[src/rtl/core/pesp_pkg.sv]
// ----------------------------------------------------------------------------
// pesp_pkg
// shared constants, command table and types of the escape sequence parser
// ----------------------------------------------------------------------------
package pesp_pkg;

    localparam int VALUE_BITS_DEF = 24;
    localparam int OUT_VAL_W      = 24;
    localparam int CODE_W         = 6;
    localparam int TABLE_SIZE     = 45;

    // result kinds
    localparam logic [1:0] KIND_CMD     = 2'd0;
    localparam logic [1:0] KIND_PAYLOAD = 2'd1;
    localparam logic [1:0] KIND_ERROR   = 2'd2;

    // command codes
    localparam logic [CODE_W-1:0] CODE_PJL    = 6'd0;
    localparam logic [CODE_W-1:0] TABLE_BASE  = 6'd6;
    localparam logic [CODE_W-1:0] NO_CODE     = 6'd51;

    // special bytes
    localparam logic [7:0] ESC_BYTE = 8'h1B;
    localparam logic [7:0] LF_BYTE  = 8'h0A;
    localparam logic [7:0] CH_PCT   = "%";
    localparam logic [7:0] CH_AMP   = "&";
    localparam logic [7:0] CH_LB    = "b";
    localparam logic [7:0] CH_T     = "T";
    localparam logic [7:0] CH_W     = "W";
    localparam logic [7:0] CH_V     = "V";

    // tail that marks a known pjl line after the percent head
    localparam logic [7:0] PJL_TAIL [0:6] = '{"-", "1", "2", "3", "4", "5", "X"};

    // head, group, terminator triples in table order
    localparam logic [23:0] CMD_TABLE [0:TABLE_SIZE-1] = '{
        "&bW", "&bE", "&bT",
        "&lX", "&lS", "&lU", "&lZ", "&lT",
        "&lG", "&lA", "&lP", "&lH", "&lO",
        "&lF", "&lL", "&lM", "&lE",
        "&aG", "&aP", "&aL", "&aM", "&aE",
        "&uD", "&kG", "&pX",
        "*oW", "*oM", "*oD",
        "*tR", "*cF", "*pX", "*pY", "*gW",
        "*rA", "*rB", "*rC", "*rS", "*rU",
        "*rQ", "*vS",
        "*bW", "*bV", "*bM", "*bS", "*bY"
    };

    typedef struct packed {
        logic [7:0] head;
        logic [7:0] group;
        logic [7:0] term;
    } t_lookup_req;

    typedef struct packed {
        logic              hit;
        logic [CODE_W-1:0] code;
    } t_lookup_rsp;

    // code of a one-byte command head, zero when the head is not one
    function automatic logic [2:0] single_code(input logic [7:0] b);
        logic [2:0] c;
        c = 3'd0;
        case (b)
            "z":     c = 3'd1;
            "Y":     c = 3'd2;
            "Z":     c = 3'd3;
            "E":     c = 3'd4;
            "9":     c = 3'd5;
            default: c = 3'd0;
        endcase
        return c;
    endfunction

endpackage

[src/rtl/core/pesp_in_if.sv]
// ----------------------------------------------------------------------------
// pesp_in_if
// byte channel into the parser
// ----------------------------------------------------------------------------
interface pesp_in_if;
    logic       valid;
    logic       ready;
    logic [7:0] in_byte;

    modport source (output valid, output in_byte, input ready);
    modport sink   (input valid, input in_byte, output ready);
endinterface

[src/rtl/core/pesp_out_if.sv]
// ----------------------------------------------------------------------------
// pesp_out_if
// result channel out of the parser
// ----------------------------------------------------------------------------
interface pesp_out_if;
    logic        valid;
    logic        ready;
    logic [1:0]  kind;
    logic [7:0]  head_byte;
    logic [7:0]  group_byte;
    logic [7:0]  term_byte;
    logic [5:0]  command_code;
    logic [23:0] param_value;
    logic [23:0] payload_len;
    logic [7:0]  payload_byte;
    logic        last_of_run;

    modport source (
        output valid, output kind, output head_byte, output group_byte,
        output term_byte, output command_code, output param_value,
        output payload_len, output payload_byte, output last_of_run,
        input ready
    );
    modport sink (
        input valid, input kind, input head_byte, input group_byte,
        input term_byte, input command_code, input param_value,
        input payload_len, input payload_byte, input last_of_run,
        output ready
    );
endinterface

[src/rtl/core/pesp_cmd_lookup.sv]
// ----------------------------------------------------------------------------
// pesp_cmd_lookup
// matches a head, group, terminator triple against the command table
// ----------------------------------------------------------------------------
module pesp_cmd_lookup (
    input  pesp_pkg::t_lookup_req i_req,
    output pesp_pkg::t_lookup_rsp o_rsp
);

    always_comb begin
        o_rsp.hit  = 1'b0;
        o_rsp.code = pesp_pkg::NO_CODE;
        // table entries are distinct, at most one compare fires
        for (int i = 0; i < pesp_pkg::TABLE_SIZE; i++) begin
            if (pesp_pkg::CMD_TABLE[i] == {i_req.head, i_req.group, i_req.term}) begin
                o_rsp.hit  = 1'b1;
                o_rsp.code = pesp_pkg::TABLE_BASE + 6'(i);
            end
        end
    end

endmodule

[src/rtl/core/printer_escape_sequence_parser.sv]
// ----------------------------------------------------------------------------
// printer_escape_sequence_parser
// byte-wise parser of printer escape sequences with payload pass-through
// ----------------------------------------------------------------------------
// usage
// - i_in carries one command stream byte per transaction; o_out carries one
//   result per transaction: a recognised command, a payload byte or an
//   unknown command error
// - a byte is taken into an input register, decoded against the parse state and
//   the command table, and its result (if any) lands in the output register
// - one byte per cycle sustained unless o_out stalls; the input register and the
//   output register advance together, so the input keeps flowing while a result
//   waits as long as the output register frees up in the same cycle
// - when the receiver stalls, the result holds in the output register, one
//   more byte parks in the input register and then i_in.ready drops
// - bytes that cause no result simply disappear, no transaction on o_out
// - after an unknown command the parser keeps taking bytes but drops them
//   until reset
// - reset (synchronous, active low) returns to skipping bytes until escape,
//   with both registers empty
// ----------------------------------------------------------------------------
module printer_escape_sequence_parser #(
    parameter int VALUE_BITS = pesp_pkg::VALUE_BITS_DEF
) (
    input  logic              i_clk,
    input  logic              i_rst_n,
    pesp_in_if.sink           i_in,
    pesp_out_if.source        o_out
);

    localparam int OUT_W = pesp_pkg::OUT_VAL_W;
    localparam int EXT_W = VALUE_BITS + 4;

    typedef enum logic [2:0] {
        MODE_SKIP,
        MODE_HEAD,
        MODE_PJL,
        MODE_GROUP,
        MODE_PARAM,
        MODE_PAYLOAD
    } t_mode;

    // parse state
    t_mode                 r_mode,  n_mode;
    logic [7:0]            r_head,  n_head;
    logic [7:0]            r_group, n_group;
    logic [VALUE_BITS-1:0] r_digit, n_digit;
    logic                  r_open,  n_open;
    logic [2:0]            r_pos,   n_pos;
    logic                  r_pjl_ok, n_pjl_ok;
    logic [VALUE_BITS-1:0] r_left,  n_left;
    logic                  r_comb,  n_comb;
    logic                  r_halt,  n_halt;

    // input register
    logic                  r_in_vld;
    logic [7:0]            r_in_byte;

    // output register
    logic                  r_out_vld,  n_out_vld;
    logic [1:0]            r_kind,     n_kind;
    logic [7:0]            r_o_head,   n_o_head;
    logic [7:0]            r_o_group,  n_o_group;
    logic [7:0]            r_o_term,   n_o_term;
    logic [5:0]            r_o_code,   n_o_code;
    logic [OUT_W-1:0]      r_o_val,    n_o_val;
    logic [OUT_W-1:0]      r_o_len,    n_o_len;
    logic [7:0]            r_o_pbyte,  n_o_pbyte;
    logic                  r_o_last,   n_o_last;

    logic                  w_adv;
    logic                  w_step;
    logic                  w_upper;
    logic                  w_lower;
    logic                  w_digit;
    logic [7:0]            w_term;
    logic [2:0]            w_single;
    logic [EXT_W-1:0]      w_acc;
    logic [VALUE_BITS-1:0] w_sat;
    logic [VALUE_BITS-1:0] w_len;
    logic [VALUE_BITS-1:0] w_dec;
    logic                  w_comb;
    pesp_pkg::t_lookup_req w_req;
    pesp_pkg::t_lookup_rsp w_rsp;

    // both registers move when the output register is free or being drained
    assign w_adv       = !r_out_vld || o_out.ready;
    assign w_step      = r_in_vld && w_adv && !r_halt;
    assign i_in.ready  = !r_in_vld || w_adv;

    // byte classes
    assign w_upper  = (r_in_byte >= "A") && (r_in_byte <= "Z");
    assign w_lower  = (r_in_byte >= "a") && (r_in_byte <= "z");
    assign w_digit  = (r_in_byte >= "0") && (r_in_byte <= "9");
    assign w_term   = w_upper ? r_in_byte : r_in_byte - 8'd32;
    assign w_single = pesp_pkg::single_code(r_in_byte);

    // value times ten plus digit, saturated to the value width
    assign w_acc = (EXT_W'(r_digit) << 3) + (EXT_W'(r_digit) << 1)
                 + EXT_W'(r_in_byte[3:0]);
    assign w_sat = (w_acc[EXT_W-1:VALUE_BITS] != '0) ? {VALUE_BITS{1'b1}}
                                                     : w_acc[VALUE_BITS-1:0];

    assign w_req.head  = r_head;
    assign w_req.group = r_group;
    assign w_req.term  = w_term;

    pesp_cmd_lookup u_lookup (
        .i_req (w_req),
        .o_rsp (w_rsp)
    );

    // lower-case terminator keeps head and group, except for the &b...t case
    assign w_comb = w_lower && !((r_head == pesp_pkg::CH_AMP) && (r_group == pesp_pkg::CH_LB)
                                 && (w_term == pesp_pkg::CH_T));
    assign w_len  = ((w_term == pesp_pkg::CH_W) || (w_term == pesp_pkg::CH_V)) ? r_digit : '0;
    assign w_dec  = (r_left != '0) ? r_left - VALUE_BITS'(1) : '0;

    always_comb begin
        n_mode    = r_mode;
        n_head    = r_head;
        n_group   = r_group;
        n_digit   = r_digit;
        n_open    = r_open;
        n_pos     = r_pos;
        n_pjl_ok  = r_pjl_ok;
        n_left    = r_left;
        n_comb    = r_comb;
        n_halt    = r_halt;

        n_out_vld = 1'b0;
        n_kind    = pesp_pkg::KIND_CMD;
        n_o_head  = '0;
        n_o_group = '0;
        n_o_term  = '0;
        n_o_code  = pesp_pkg::NO_CODE;
        n_o_val   = '0;
        n_o_len   = '0;
        n_o_pbyte = '0;
        n_o_last  = 1'b0;

        if (w_step) begin
            unique case (r_mode)
                MODE_HEAD: begin
                    n_head  = r_in_byte;
                    n_group = '0;
                    n_comb  = 1'b0;
                    if (r_in_byte == pesp_pkg::CH_PCT) begin
                        n_mode   = MODE_PJL;
                        n_pos    = '0;
                        n_pjl_ok = 1'b1;
                    end else if (w_single != 3'd0) begin
                        // one-byte command reports at once
                        n_mode    = MODE_SKIP;
                        n_out_vld = 1'b1;
                        n_o_head  = r_in_byte;
                        n_o_code  = 6'(w_single);
                        n_o_last  = 1'b1;
                    end else begin
                        n_mode = MODE_GROUP;
                    end
                end
                MODE_PJL: begin
                    if (r_in_byte == pesp_pkg::LF_BYTE) begin
                        if (r_pjl_ok && (r_pos == 3'd7)) begin
                            n_mode    = MODE_SKIP;
                            n_out_vld = 1'b1;
                            n_o_head  = pesp_pkg::CH_PCT;
                            n_o_term  = pesp_pkg::LF_BYTE;
                            n_o_code  = pesp_pkg::CODE_PJL;
                            n_o_last  = 1'b1;
                        end else begin
                            // unmatched line goes on as a group sequence
                            n_mode = MODE_GROUP;
                        end
                    end else if (r_pos != 3'd7) begin
                        if (pesp_pkg::PJL_TAIL[r_pos] != r_in_byte) begin
                            n_pjl_ok = 1'b0;
                        end
                        n_pos = r_pos + 3'd1;
                    end
                end
                MODE_GROUP: begin
                    n_group = r_in_byte;
                    n_mode  = MODE_PARAM;
                    n_digit = '0;
                    n_open  = 1'b1;
                end
                MODE_PARAM: begin
                    if (!w_upper && !w_lower) begin
                        if (r_open && w_digit) begin
                            n_digit = w_sat;
                        end else begin
                            n_open = 1'b0;
                        end
                    end else if (!w_rsp.hit) begin
                        // unknown command: report and halt until reset
                        n_halt    = 1'b1;
                        n_mode    = MODE_SKIP;
                        n_out_vld = 1'b1;
                        n_kind    = pesp_pkg::KIND_ERROR;
                        n_o_head  = r_head;
                        n_o_group = r_group;
                        n_o_term  = w_term;
                        n_o_val   = OUT_W'(r_digit);
                        n_o_last  = 1'b1;
                    end else begin
                        n_comb    = w_comb;
                        n_out_vld = 1'b1;
                        n_o_head  = r_head;
                        n_o_group = r_group;
                        n_o_term  = w_term;
                        n_o_code  = w_rsp.code;
                        n_o_val   = OUT_W'(r_digit);
                        n_o_len   = OUT_W'(w_len);
                        n_o_last  = (w_len == '0);
                        if (w_len != '0) begin
                            n_left = w_len;
                            n_mode = MODE_PAYLOAD;
                        end else if (w_comb) begin
                            n_mode  = MODE_PARAM;
                            n_digit = '0;
                            n_open  = 1'b1;
                        end else begin
                            n_mode = MODE_SKIP;
                        end
                    end
                end
                MODE_PAYLOAD: begin
                    n_left    = w_dec;
                    n_out_vld = 1'b1;
                    n_kind    = pesp_pkg::KIND_PAYLOAD;
                    n_o_pbyte = r_in_byte;
                    n_o_last  = (w_dec == '0);
                    if (w_dec == '0) begin
                        if (r_comb) begin
                            n_mode  = MODE_PARAM;
                            n_digit = '0;
                            n_open  = 1'b1;
                        end else begin
                            n_mode = MODE_SKIP;
                        end
                    end
                end
                default: begin
                    n_mode = (r_in_byte == pesp_pkg::ESC_BYTE) ? MODE_HEAD : MODE_SKIP;
                end
            endcase
        end
    end

    always_ff @(posedge i_clk) begin
        if (!i_rst_n) begin
            r_mode    <= MODE_SKIP;
            r_head    <= '0;
            r_group   <= '0;
            r_digit   <= '0;
            r_open    <= 1'b1;
            r_pos     <= '0;
            r_pjl_ok  <= 1'b1;
            r_left    <= '0;
            r_comb    <= 1'b0;
            r_halt    <= 1'b0;
            r_in_vld  <= 1'b0;
            r_out_vld <= 1'b0;
        end else begin
            r_mode    <= n_mode;
            r_head    <= n_head;
            r_group   <= n_group;
            r_digit   <= n_digit;
            r_open    <= n_open;
            r_pos     <= n_pos;
            r_pjl_ok  <= n_pjl_ok;
            r_left    <= n_left;
            r_comb    <= n_comb;
            r_halt    <= n_halt;
            if (i_in.valid && i_in.ready) begin
                r_in_vld <= 1'b1;
            end else if (w_adv) begin
                r_in_vld <= 1'b0;
            end
            if (w_adv) begin
                r_out_vld <= n_out_vld;
            end
        end
        if (i_in.valid && i_in.ready) begin
            r_in_byte <= i_in.in_byte;
        end
        if (w_adv) begin
            r_kind    <= n_kind;
            r_o_head  <= n_o_head;
            r_o_group <= n_o_group;
            r_o_term  <= n_o_term;
            r_o_code  <= n_o_code;
            r_o_val   <= n_o_val;
            r_o_len   <= n_o_len;
            r_o_pbyte <= n_o_pbyte;
            r_o_last  <= n_o_last;
        end
    end

    assign o_out.valid        = r_out_vld;
    assign o_out.kind         = r_kind;
    assign o_out.head_byte    = r_o_head;
    assign o_out.group_byte   = r_o_group;
    assign o_out.term_byte    = r_o_term;
    assign o_out.command_code = r_o_code;
    assign o_out.param_value  = r_o_val;
    assign o_out.payload_len  = r_o_len;
    assign o_out.payload_byte = r_o_pbyte;
    assign o_out.last_of_run  = r_o_last;

    // once halted, only reset leaves the halt
    a_halt_sticky: assert property (@(posedge i_clk) disable iff (!i_rst_n)
        r_halt |=> r_halt)
        else $error("halt released without reset");

    // an error result always comes with the halt already taken
    a_error_halts: assert property (@(posedge i_clk) disable iff (!i_rst_n)
        (r_out_vld && (r_kind == pesp_pkg::KIND_ERROR)) |-> r_halt)
        else $error("error reported without halting");

    // payload mode is only held while bytes remain
    a_payload_count: assert property (@(posedge i_clk) disable iff (!i_rst_n)
        (r_mode == MODE_PAYLOAD) |-> (r_left != '0))
        else $error("payload mode with zero bytes left");

    // a payload result is final exactly when its countdown ended
    a_payload_last: assert property (@(posedge i_clk) disable iff (!i_rst_n)
        (w_adv && w_step && (r_mode == MODE_PAYLOAD)) |=> (r_o_last == (r_mode != MODE_PAYLOAD)))
        else $error("payload end flag out of step with mode");

endmodule
[src/flat_wrapper.sv]
// flat-port wrapper written by rule: the top's interface ports become plain ports
module printer_escape_sequence_parser_flat 
#(
    parameter int VALUE_BITS = pesp_pkg::VALUE_BITS_DEF
)
  (i_clk, i_rst_n, i_in_valid, i_in_in_byte, i_in_ready, o_out_valid, o_out_kind, o_out_head_byte, o_out_group_byte, o_out_term_byte, o_out_command_code, o_out_param_value, o_out_payload_len, o_out_payload_byte, o_out_last_of_run, o_out_ready);
  pesp_in_if i_in_i ();
  pesp_out_if o_out_i ();
  input  logic i_clk;
  input  logic i_rst_n;
  input wire logic [$bits(i_in_i.valid)-1:0] i_in_valid;
  input wire logic [$bits(i_in_i.in_byte)-1:0] i_in_in_byte;
  output wire logic [$bits(i_in_i.ready)-1:0] i_in_ready;
  output wire logic [$bits(o_out_i.valid)-1:0] o_out_valid;
  output wire logic [$bits(o_out_i.kind)-1:0] o_out_kind;
  output wire logic [$bits(o_out_i.head_byte)-1:0] o_out_head_byte;
  output wire logic [$bits(o_out_i.group_byte)-1:0] o_out_group_byte;
  output wire logic [$bits(o_out_i.term_byte)-1:0] o_out_term_byte;
  output wire logic [$bits(o_out_i.command_code)-1:0] o_out_command_code;
  output wire logic [$bits(o_out_i.param_value)-1:0] o_out_param_value;
  output wire logic [$bits(o_out_i.payload_len)-1:0] o_out_payload_len;
  output wire logic [$bits(o_out_i.payload_byte)-1:0] o_out_payload_byte;
  output wire logic [$bits(o_out_i.last_of_run)-1:0] o_out_last_of_run;
  input wire logic [$bits(o_out_i.ready)-1:0] o_out_ready;
  assign i_in_i.valid = i_in_valid;
  assign i_in_i.in_byte = i_in_in_byte;
  assign i_in_ready = i_in_i.ready;
  assign o_out_valid = o_out_i.valid;
  assign o_out_kind = o_out_i.kind;
  assign o_out_head_byte = o_out_i.head_byte;
  assign o_out_group_byte = o_out_i.group_byte;
  assign o_out_term_byte = o_out_i.term_byte;
  assign o_out_command_code = o_out_i.command_code;
  assign o_out_param_value = o_out_i.param_value;
  assign o_out_payload_len = o_out_i.payload_len;
  assign o_out_payload_byte = o_out_i.payload_byte;
  assign o_out_last_of_run = o_out_i.last_of_run;
  assign o_out_i.ready = o_out_ready;
  printer_escape_sequence_parser #(.VALUE_BITS(VALUE_BITS)) u_core (.i_clk(i_clk), .i_rst_n(i_rst_n), .i_in(i_in_i), .o_out(o_out_i));
endmodule
[config.mk]
export PLATFORM = sky130hd
export DESIGN_NAME = printer_escape_sequence_parser_flat
export DESIGN_NICKNAME = d
export VERILOG_FILES = /design/src/rtl/core/pesp_pkg.sv /design/src/rtl/core/pesp_in_if.sv /design/src/rtl/core/pesp_out_if.sv /design/src/rtl/core/pesp_cmd_lookup.sv /design/src/rtl/core/printer_escape_sequence_parser.sv /design/src/flat_wrapper.sv
export SDC_FILE = /design/constraint.sdc
export NUM_CORES = 1
export LEC_CHECK = 0
export BUFFER_PORTS_ARGS = -buffer_cell sky130_fd_sc_hd__buf_4
export CAP_MARGIN = 20
export CORE_MARGIN = 1.5
export CORE_UTILIZATION = 39
export DETAILED_ROUTE_END_ITERATION = 10
export PLACE_DENSITY = 0.63
export SETUP_SLACK_MARGIN = 0.02
export SLEW_MARGIN = 25
export SYNTH_ARGS = -nofsm -noshare
export SYNTH_HDL_FRONTEND = slang
export SYNTH_HIERARCHICAL = 1
export SYNTH_SLANG_ARGS = --single-unit
export TNS_END_PERCENT = 5
[constraint.sdc]
create_clock -name i_clk -period 4.7 [get_ports i_clk]
set_clock_uncertainty 0.2 [all_clocks]
set_input_delay 0.47 -clock i_clk [delete_from_list [all_inputs] [get_ports i_clk]]
set_output_delay 0.47 -clock i_clk [all_outputs]
set_load 0.05 [all_outputs]
======== Word level (Yosys, flattened, before mapping) ========
Memories as Yosys holds them, arrays and structs flattened.
Cells that the tools add are included.
word-level totals
  register bits after elaboration ......... 173
  bits in latches ......................... 0
  RAM bits ................................ 0
  bits in read-only memories .............. 64
  input port bits ......................... 12
  output and inout port bits .............. 91
  memories ................................ 1
memory list
  name              words  bits a word  rd ports  clocked after Yosys merged registers in  wr ports  RTL line                               source
  (name not given)  8      8            1         0                                        0         printer_escape_sequence_parser.sv:177  if (pesp_pkg::PJL_TAIL[r_pos] != r_in_byte) begin
operators by class
  add/sub/neg operators ................... 5
  multiply operators ...................... 0
  divide/modulo/power cells ............... 0
  $lt $le $gt $ge ......................... 7
  equality and inequality tests ........... 81
  shift operators ......................... 0
  muxes and demuxes ....................... 129
  bitwise gates (word level) .............. 5
  reductions and logical operators ........ 46
operators by type and width
  kind                   number
  $eq 22x24->1 const A   45
  $mux 7                 45
  $mux 24                13
  $mux 8                 9
  $pmux 24 s3            1
  $eq 8x7->1 const B     8
  $logic_not 24->1       2
  $pmux 24 s2            1
  $reduce_bool 24->1     2
  $mux 6                 7
  $mux 3                 11
  $pmux 8 s2             2
  $pmux 3 s5             2
  $add 27x25->28         1
  $add 28x4->28          1
  $eq 8x6->1 const B     3
  $mux 1                 24
  $pmux 8 s3             1
  $sub 24x1->24 const B  1
  $pmux 6 s3             1
  $ge 8x7->1 const B     2
  $le 8x7->1 const B     2
  $ne 2x1->1 const B     8
  $reduce_and 8->1       2
  other kinds (36)       79

======== Logic depth before layout (Yosys ltp) ========
  depth in word-level cells ............... 52
  gate-level depth with buffers ........... 17
  gate-level depth less buffers ........... 15

======== Hierarchy ========
The synthesis kept the hierarchy.
modules (own cells, without submodules)
  module                          instances  cells an instance  area an instance (um2)  sequential area each (um2)
  printer_escape_sequence_parser  1          1027               9814.4                  4434.3
  pesp_cmd_lookup                 1          161                1138.6                  0.0

======== Worst setup path before layout ========
No wires, ideal clock.
  path type ............................... reg-to-reg
  start ................................... register u_core.r_in_byte[0]
  end ..................................... register u_core.r_left[14]
  setup time .............................. 0.117 ns
  data arrival time ....................... 3.858 ns
  slack ................................... 0.524 ns
  stages on the path, launching flop included .. 17
  clock period less this slack ............ 4.176 ns
  path through ............................ edfxtp_1 > clkbuf_1 > nor4_1 > o2bb2ai_1 > nor2_1 > o21ai_0 > nor2b_1 > nand4_1 > mux2_2 > nor3_1 > or3_1 > nand4b_1 > a31oi_1 > nor3_1 > clkbuf_1 > clkbuf_1 > a32o_1
RTL lines
  element                   RTL line                               source
  start: declaration        printer_escape_sequence_parser.sv:57   logic [7:0] r_in_byte;
  start signal: assignment  printer_escape_sequence_parser.sv:287  r_in_byte <= i_in.in_byte;
  end signal: assignment    printer_escape_sequence_parser.sv:274  r_left <= n_left;
  end: declaration          printer_escape_sequence_parser.sv:51   logic [VALUE_BITS-1:0] r_left, n_left;

==> summary.txt <==
Fin area = 0.0128 mm2
Synth top area share = 26.6%
Yosys warning total = 6
Gate power share = 8.6%
Min-delay src = i_in_in_byte[5]
Area leader, netlist = edfxtp_1
DP Area = 0.0122 mm2
Crit-path slowest cell = a2111oi_0
Reg2reg setup slack = 0.33 ns
Clock Power Share = 42.6%
Syn avg cell area = 9.22 um2
Worst Hold Class = input pin to flip-flop
Clock Tree Buf Depth = 2
Final Critical Period = 4.37 ns
Setup TNS Final = 0 ns
Routed WL = 33.2 mm
Total grt overflow = 0
Normalized max-slew margin = 34.4%
Gate Count Post-Synth = 1188
DR WL/cell = 19.9 um
Number of flops mapped to enable cells by yosys = 97
ANT nets after route = 0
Switching Fraction = 27.5%
Pint = 0.00241 W
Synth Area in Adders = 6.88%
Die height = 171 um
Worst-path clk slew = 0.08 ns
Top sig layer = met4
Vias in the first global route = 9205
Hold EP = u_core/r_in_byte[5]
Async SR Flop Fraction = 0%
WS Path Type = flip-flop to flip-flop
Antenna cells = 0
CTS sink cnt = 173
CTS tree = done
1st-iter DRT viols = 968
Reg-to-Reg End = u_core/r_left[7]
Critical-path cell list = buf_4 > inv_1 > ha_1 > nand2b_1 > o21ai_0 > buf_4 > and4bb_4 > nand3_2 > a2111oi_0 > a211oi_1 > o211a_1 > nand4b_1 > a31oi_1 > nor3_2 > buf_12 > o21ai_0 > a32o_1
Reg-to-reg startpoint = u_core/r_in_byte[6]
Area of the multi-input gates = 0.00615 mm2
Largest family of logic cells by synthesized area = simple AND/OR/NAND/NOR gates
Num rows = 61
Status = completed
Peak supply drop = 0.253 mV
First-pass GRT wire length = 52.1 mm
Leak pwr = 5.30 nW
Psw = 0.000913 W
Via count = 9798
Num ports = 103
Power Density = 259 mW/mm2
Storage element area = 0.00443 mm2
Synth Area in XOR/XNOR = 2.40%
Layout area overhead = 17.2%
Ys flop type = edfxtp_1
Die Span X = 171 um
Starting density of the core = 39.5%
WL met2 = 14.8 mm
RSZ-0062 raised after global routing = false
Post-layout net count = 1352
Gr usage total = 23.0%
Setup bufs post-CTS = 0
DR pass1 iterations = 5
Antenna violations before repair = 0
Critical path arrival = 4.51 ns
Fin worst setup slack = 0.330 ns
Final hold vios = 0
Worst skew pair latency = 0.45 ns
Slowest stage delay, CP = 0.48 ns
Max Freq = 229 MHz
Detailed placer's ending HPWL = 23.6 mm
Placeable Area = 0.0277 mm2
Total CTS buffers = 17
Largest net degree at the start of global routing = 72
Tcrit/Tclk final = 93.0%
Simple-gate share of the synthesized area = 26.3%
Filler instances = 2723
Worst Path Required = 4.84 ns
Gpl congestion = 0.942
Compound-Gate Fraction of Synth Area = 19.0%
CP endpoint kind = flip-flop
Measured slew at the worst slew-check pin = 0.971 ns
H-tree levels = 4
Layout cells sized above 1 = 18.6%
Sequential Power Share = 48.7%
Wl on met1 = 15.9 mm
DR vias/cell = 5.86
Multiplexer share of the synthesized area = 1.31%
Crit-path max FO = 48
Max-cap violations = 0
Met3 wire length = 1.83 mm
Drc violations = 0
Synthesized net count = 1259
Port buffer count = 102
Synthesized flop and latch total = 173
Root Buffer = clkbuf_16
Setup Viol. Count Final = 0
Slew Limit Fails = 0
Mapped Area = 0.0110 mm2
Sequential-to-total area share from yosys stat = 40.5%
Placement Setup Slack = 0.417 ns
Startpoint types = flip-flop
Synth area leaders = edfxtp_1, dfxtp_1, ha_1
Hold Crit Depth = 1
Post-synthesis cell type count = 103
Path depth of the worst reg2reg path = 17
DIE AREA = 0.0291 mm2
==> cell families after synthesis <==
group	after synthesis
adders and majority gates	59
and+or+nand+nor	519
other	1
DFF	173
AOI/OAI and AO/OA	304
muxes	14
xor gates and xnor gates	30
buffers and inverters	88
==> cell type report <==
cell class	instances	area share [%]
Sequential cell	173	34.5
Tap cell	378	3.68
Multi-Input combinational cell	927	47.9
Clock inverter	14	1.28
Inverter	19	0.565
Timing Repair Buffer	143	8.68
Clock buffer	18	3.34
==> critical path: cells and delay by family (launching register included) <==
kind | cells | cell delay (ns)
compound gates | 7 | 1.42
flops | 1 | 0.42
buf+inv | 4 | 0.81
simple gates | 5 | 1.19
fa+ha+maj | 1 | 0.19
==> cell usage after synthesis, types with 4 or more instances <==
master / instances
o21ai_2: 19
o31ai_1: 11
a32o_1: 6
dfxtp_1: 76
o21ai_0: 63
nor2_1: 96
or4_1: 7
o211ai_1: 7
nand4_1: 24
a211oi_1: 23
buf_2: 5
o21a_1: 9
xnor2_1: 12
o22ai_1: 4
or4_4: 4
a21oi_1: 70
inv_1: 18
a31oi_1: 12
o2111ai_1: 5
mux2i_1: 11
a21boi_0: 4
xor2_1: 18
nand3_1: 33
or3_1: 10
clkbuf_1: 54
nand2b_1: 15
or2_2: 5
nand2_1: 105
nand4b_1: 6
nand2_2: 4
nand3b_1: 4
and3_1: 49
edfxtp_1: 97
nor3_1: 41
ha_1: 57
and2_1: 33
a22oi_1: 14
nor4b_1: 8
nor3b_1: 7
nor2b_1: 19
a31o_2: 4
a21o_1: 9
nor4_1: 21
==> layout by cell type, fill, tap and decap left out, drive strengths merged, types with 6 or more instances in the layout <==
cell type	instances
buf	137
nand2	110
edfxtp	97
nor2	97
o21ai	84
dfxtp	76
a21oi	72
ha	57
and3	49
nor3	42
nand3	34
and2	33
nand4	24
inv	24
a211oi	23
nor4	22
nor2b	20
xor2	18
clkbuf	18
nand2b	15
a22oi	14
a31oi	12
xnor2	12
o31ai	12
nor4b	12
mux2i	11
or4	11
or3	10
o21a	9
a21o	9
o211ai	9
clkinv	8
nor3b	7
dlygate4sd3	6
nand4b	6
a32o	6
or2	6
==> worst max path at each step <==
stage	start	endpoint	slack, ns	depth (start not counted)
floorplan	u_core/r_in_byte[0]	u_core/r_left[14]	0.52	16
global placement	u_core/r_in_byte[6]	u_core/r_digit[17]	0.35	18
detailed placement	u_core/r_in_byte[6]	u_core/r_left[4]	0.42	17
CTS	u_core/r_in_byte[6]	u_core/r_left[7]	0.41	17
global route	u_core/r_in_byte[3]	u_core/r_digit[18]	0.02	17
finish	u_core/r_in_byte[6]	u_core/r_left[7]	0.33	17
==> registers in the layout, indices dropped and copies added (netlist names), 6 cells and up <==
signal	flops
u_core/o_out.term_byte	8
u_core/o_out.group_byte	8
u_core/r_head	8
u_core/r_digit	24
u_core/r_left	24
u_core/o_out.payload_len	24
u_core/o_out.payload_byte	8
u_core/o_out.param_value	24
u_core/o_out.command_code	6
u_core/r_group	8
u_core/r_in_byte	8
u_core/o_out.head_byte	8
==> per-layer routing <==
layer | global-route usage (%) | vias to the layer above
li1 | - | 4674
met1 | 33.0 | 4716
met2 | 35.5 | 358
met3 | 3.54 | 50
met4 | 7.16 | 0
met5 | 0 | -
==> what timing repair did <==
action                                  in CTS  in global routing
hold buffers                                 5                  1
hold endpoints to repair                     5                  1
endpoints found under the setup margin       0                  1
gates resized for setup                      0                  1
==> power groups by stage <==
stage	logic, W	clock network (W)	registers [W]
floorplan	0.000172	0	0.00167
global placement	0.000277	0	0.00165
detailed placement	0.000276	0	0.00165
CTS	0.000281	0.00144	0.00162
global route	0.000310	0.00151	0.00162
finish	0.000287	0.00142	0.00162
==> per-stage QoR <==
step	std cells	utilization (%)	power (W)	hold WS, ns
global placement	1634	44.0	0.00193	0.274
floorplan	1188	-	0.00184	0.253
CTS	1671	46.3	0.00334	0.000978
global route	1672	46.3	0.00344	0.00116
finish	1672	46.3	0.00332	0.0164
detailed placement	1634	44.0	0.00193	0.283
Power figures use the tool's default switching activity.
